File: config.mk
export PLATFORM = sky130hd
export DESIGN_NAME = bpa_word_store
export DESIGN_NICKNAME = d
export VERILOG_FILES = /design/src/hw/rtl/bpa_pkg.sv /design/src/hw/rtl/bpa_word_store.sv
export SDC_FILE = /design/constraint.sdc
export NUM_CORES = 2
export LEC_CHECK = 0
export ABC_AREA = 1
export ABC_CLOCK_PERIOD_IN_PS = 4750
export BUFFER_PORTS_ARGS = -buffer_cell sky130_fd_sc_hd__buf_4
export CORE_MARGIN = 3
export CORE_UTILIZATION = 30
export DETAILED_ROUTE_END_ITERATION = 10
export SYNTH_ARGS = -nofsm -noshare
export SYNTH_HDL_FRONTEND = slang
export SYNTH_SLANG_ARGS = --single-unit
File: constraint.sdc
create_clock -name clock -period 4.75 [get_ports clock]
set_input_delay 0.475 -clock clock [delete_from_list [all_inputs] [get_ports clock]]
set_output_delay 0.475 -clock clock [all_outputs]
set_load 0.05 [all_outputs]
File: src/hw/rtl/bpa_pkg.sv
// Shared types and constants of the bitmap page allocator.
// Request and response payload structs, command and status codes.
// No dependencies.
`timescale 1ns / 1ps
`default_nettype none

package bpa_pkg;

   localparam int MAX_PAGES_DEFAULT = 4096;
   localparam int INDEX_LIMIT       = 4096;
   localparam int WORD_BITS         = 64;
   localparam int FRAME_LIMIT_RESET = 4096;

   localparam logic [1:0] CMD_FREE    = 2'd0;
   localparam logic [1:0] CMD_LOCK    = 2'd1;
   localparam logic [1:0] CMD_REQUEST = 2'd2;

   localparam logic [1:0] STATUS_DONE      = 2'd0;
   localparam logic [1:0] STATUS_ALREADY   = 2'd1;
   localparam logic [1:0] STATUS_NO_FREE   = 2'd2;
   localparam logic [1:0] STATUS_OUT_RANGE = 2'd3;

   typedef struct packed {
      logic [1:0]  cmd;
      logic [11:0] page_index;
   } req_type;

   typedef struct packed {
      logic [1:0]  status;
      logic [11:0] result_page;
      logic [12:0] used_pages;
      logic [12:0] free_pages;
   } rsp_type;

endpackage

`default_nettype wire

File: src/hw/rtl/bpa_word_store.sv
// Usage bitmap storage: one 64-bit word per row, registered read.
// A per-row valid bit makes never-written rows read as all free.
// Uses bpa_pkg for the word width.
`timescale 1ns / 1ps
`default_nettype none

module bpa_word_store #(
   parameter int WORDS = bpa_pkg::MAX_PAGES_DEFAULT / bpa_pkg::WORD_BITS,
   parameter int WW    = $clog2(bpa_pkg::MAX_PAGES_DEFAULT / bpa_pkg::WORD_BITS)
) (
   input  wire logic                           clock,
   input  wire logic                           reset,
   input  wire logic [WW-1:0]                  rd_addr,
   output logic      [bpa_pkg::WORD_BITS-1:0]  rd_data,
   input  wire logic                           wr_en,
   input  wire logic [WW-1:0]                  wr_addr,
   input  wire logic [bpa_pkg::WORD_BITS-1:0]  wr_data
);
   import bpa_pkg::*;

   logic [WORD_BITS-1:0] mem [WORDS];
   logic [WORD_BITS-1:0] rd_data_ff;
   logic                 rd_valid_ff;
   logic [WORDS-1:0]     valid_ff;

   always_ff @(posedge clock) begin
      if (wr_en) begin
         mem[wr_addr] <= wr_data;
      end
      rd_data_ff <= mem[rd_addr];
   end

   always_ff @(posedge clock) begin
      if (reset) begin
         valid_ff    <= '0;
         rd_valid_ff <= 1'b0;
      end else begin
         rd_valid_ff <= valid_ff[rd_addr];
         if (wr_en) begin
            valid_ff[wr_addr] <= 1'b1;
         end
      end
   end

   assign rd_data = rd_valid_ff ? rd_data_ff : '0;

endmodule

`default_nettype wire

==> impl_metrics.csv <==
group,metric,value,unit
drt,dr.pass1.iters,6,
timing,layout_min_cycle_time,3.42,ns
floorplanning,rows,273,
setup_path,path_max_fanout,41,
synth,yosys.area.top_type,"edfxtp_1",
synth,yosys-top-cells-area,"edfxtp_1, nand3_1, nand2_1, dfxtp_1, buf_2",
setup_path,arrival,2.94,ns
drt,drtIter0Drc,14100,
placement,post-place-cells,20800,
synth,avgSynthCellArea,12.1,um2
global_route,antenna_found_initial,48,
global_route,grt_pass1_wl,775000,um
timing,fin_crit_sh,71.9,%
timing,finClkSkew,0.0361,ns
pwr,pwr-share-comb,5.9,%
finish,final_cells,21500,
timing,setup_viol,0,
status,outcome,"finished, final reports clean",
run,max-cap-violations,0,
global_route,grt_pass1_vias,105000,
finish,drive_above_1_share,7.90,%
drt,wl,545000,um
timing,hold_viol,0,
setup_path,critPathSlowestCell,"dfxtp_4",
pwr,power.internal,0.0609,W
pwr,seq_power_share,52.7,%
timing,rsz0062_at_grt,"no",
pwr,power_density,409,mW/mm2
timing,tightestPinTransition,1.19,ns
drt,ant_nets,0,
floorplanning,die_h,753,um
placement,gp_routability_congestion,0.787,
placement,placement.io_buffers,142,
synth,synth_top_family_by_area,"simple AND/OR/NAND/NOR gates",
clock_network,root_buffer,"clkbuf_16",
synth,synth-xor-area-share,0,%
pwr,cellLeakagePower,65.7,nW
synth,syn_nets,13900,
synth,syn_area,0.167,mm2
clock_network,cts_hold_buf,3,
synth,ys_types,17,
floorplanning,start_util,30.2,%
clock_network,clock_latency,0.95,ns
finish,num-nets-final,13800,
global_route,grt_max_degree,161,
setup_path,crit_path_cell_trace,"nand2_1 -> inv_1 -> buf_4",
finish,fillers,53500,
synth,synthSimpleGateAreaFrac,22.3,%
timing,relSlewSlack,20.7,%
floorplanning,ios,143,
synth,seq_area_frac_synth,75.0,%
clock_network,clk_path_buf_depth,4,
drt,drc,0,
drt,viasPerCell,5.20,
global_route,track_usage,18.5,%
synth,syn_inst,13800,
clock_network,h-tree-depth,5,
setup_path,required,4.28,ns
drt,wl_per_cell,25.3,um
clock_network,clkTransAtPathRegs,0.06,ns
finish,mostFrequentLayoutCell,"nand2_1",
finish,final_cell_mix,"nand2_1, edfxtp_1, nand3_1, clkbuf_16, buf_4",
setup_path,critPathBufInv,2,
min_path,hold_path_class,"input port to flop",
synth,synth_compound_area_share,0.0127,%
pwr,irDropWorstVdd,306,uV
synth,synth_top_area_share,73.5,%
setup_path,startpoint_type,"flop",
floorplanning,die_w,753,um
synth,synth_mux_area_share,0,%
synth,ys_warn_count,0,
finish,syn2layout_area_growth,14.6,%
setup_path,cp-end-kind,"output port",
synth,synthAdderAreaFrac,0,%
pwr,p_clk_share,41.4,%
clock_network,cts_made_buffers,403,
setup_path,crit_type,"flop to output port",
pwr,swShare,22.4,%
placement,hpwl,267000,um
timing,drv_slew,0,
floorplanning,design.die.area,0.567,mm2
setup_path,critPathTopFamily,"flip-flops",
clock_network,cts_resized,0,
timing,finalSetupTns,0,ns
clock_network,post_cts_buffers,0,
clock_network,cts_tree,"yes",
pwr,p_sw,0.0176,W
global_route,gr-total-overflow,0,
drt,vias,112000,
synth,ys_seq_elements,4225,
floorplanning,core_area,0.554,mm2
clock_network,clock_sinks,4225,
setup_path,slowest_delay,0.97,ns
timing,fmax,293,MHz
==> cells by family (layout without fill, tap and decap cells) <==
kind of cell	Yosys count	in the layout
AND/OR/NAND/NOR	8535	8535
flip-flops	4225	4225
buffers and inverters	1022	1310
AO/OA/AOI/OAI	4	4
other	0	18
==> power groups by stage <==
stage	clock, W	combinational [W]	sequential (W)
6_report	0.0325	0.00459	0.0414
5_1_grt	0.0343	0.00499	0.0414
4_1_cts	0.0328	0.00458	0.0414
3_5_place_dp	0	0.00456	0.0422
3_3_place_gp	0	0.00452	0.0422
2_1_floorplan	0	0.00263	0.0420
==> cell usage after synthesis <==
cell and count:
inv_2 4, a21oi_1 1, clkbuf_1 288, nand2_1 4226, dfxtp_1 129, nand3_1 4024
buf_1 123, edfxtp_1 4096, clkinv_1 1, nor3_1 14, nor2_1 207, o21ai_0 2
buf_2 499, buf_4 11, and2_1 64, o22ai_1 1, inv_1 96
==> registers in the layout, summed over array words and instances, names as in the netlist <==
name and cells:
rd_data_ff 64, rd_valid_ff 1, mem 4096, valid_ff 64
==> per-layer routing <==
| layer | share of wire [%] | vias up | global-route usage, % |
|---|---|---|---|
| li1 | - | 49000 | - |
| met1 | 40 | 56400 | 24.3 |
| met5 | 0.045 | - | 0 |
| met3 | 8.5 | 1002 | 3.00 |
| met4 | 3.7 | 36 | 6.44 |
| met2 | 48 | 5457 | 31.0 |
==> worst register-to-register path, stage by stage, from the launching register on <==
cell	delay [ns]
edfxtp_1	0.38
nand2_1	0.09
nand3_1	0.07
nand3_1	0.11
nand3_1	0.11
nand3_1	0.14
nand3_1	0.21
and2_1	0.32
==> worst paths after layout <==
path / start / to / slack [ns] / depth (start not counted)
max: rd_valid_ff$_SDFF_PP0_ / rd_data[35] / 1.33 / 3
min: wr_data[27] / mem[33][27]$_DFFE_PP_ / 0.05 / 1
max reg2reg: mem[28][10]$_DFFE_PP_ / rd_data_ff[10]$_DFF_P_ / 3.20 / 7
min reg2reg: valid_ff[25]$_SDFFE_PP0P_ / valid_ff[25]$_SDFFE_PP0P_ / 0.47 / 2
==> cell type report <==
cell class	instances	area, um2	area share [%]
Antenna cell	18	45.0	0.0235
Sequential cell	4225	126000	65.5
Inverter	101	422	0.220
Multi-Input combinational cell	8539	37800	19.7
Clock inverter	229	2310	1.21
Tap cell	7425	9290	4.85
Clock buffer	510	10800	5.63
Timing Repair Buffer	470	5530	2.88
==> through the flow <==
stage	total power, W	setup slack (ns)	utilization (%)	area (um2)	hold slack [ns]
after floorplan	0.0447	0.554	-	167000	0.435
after global placement	0.0467	1.34	32.2	179000	0.447
after detailed placement	0.0467	1.32	32.2	179000	0.456
after CTS	0.0788	1.20	34.6	192000	0.00301
after global routing	0.0807	1.22	34.6	192000	0.0432
final	0.0785	1.33	34.6	192000	0.0457
No activity file was read; power rests on OpenSTA's default activity.
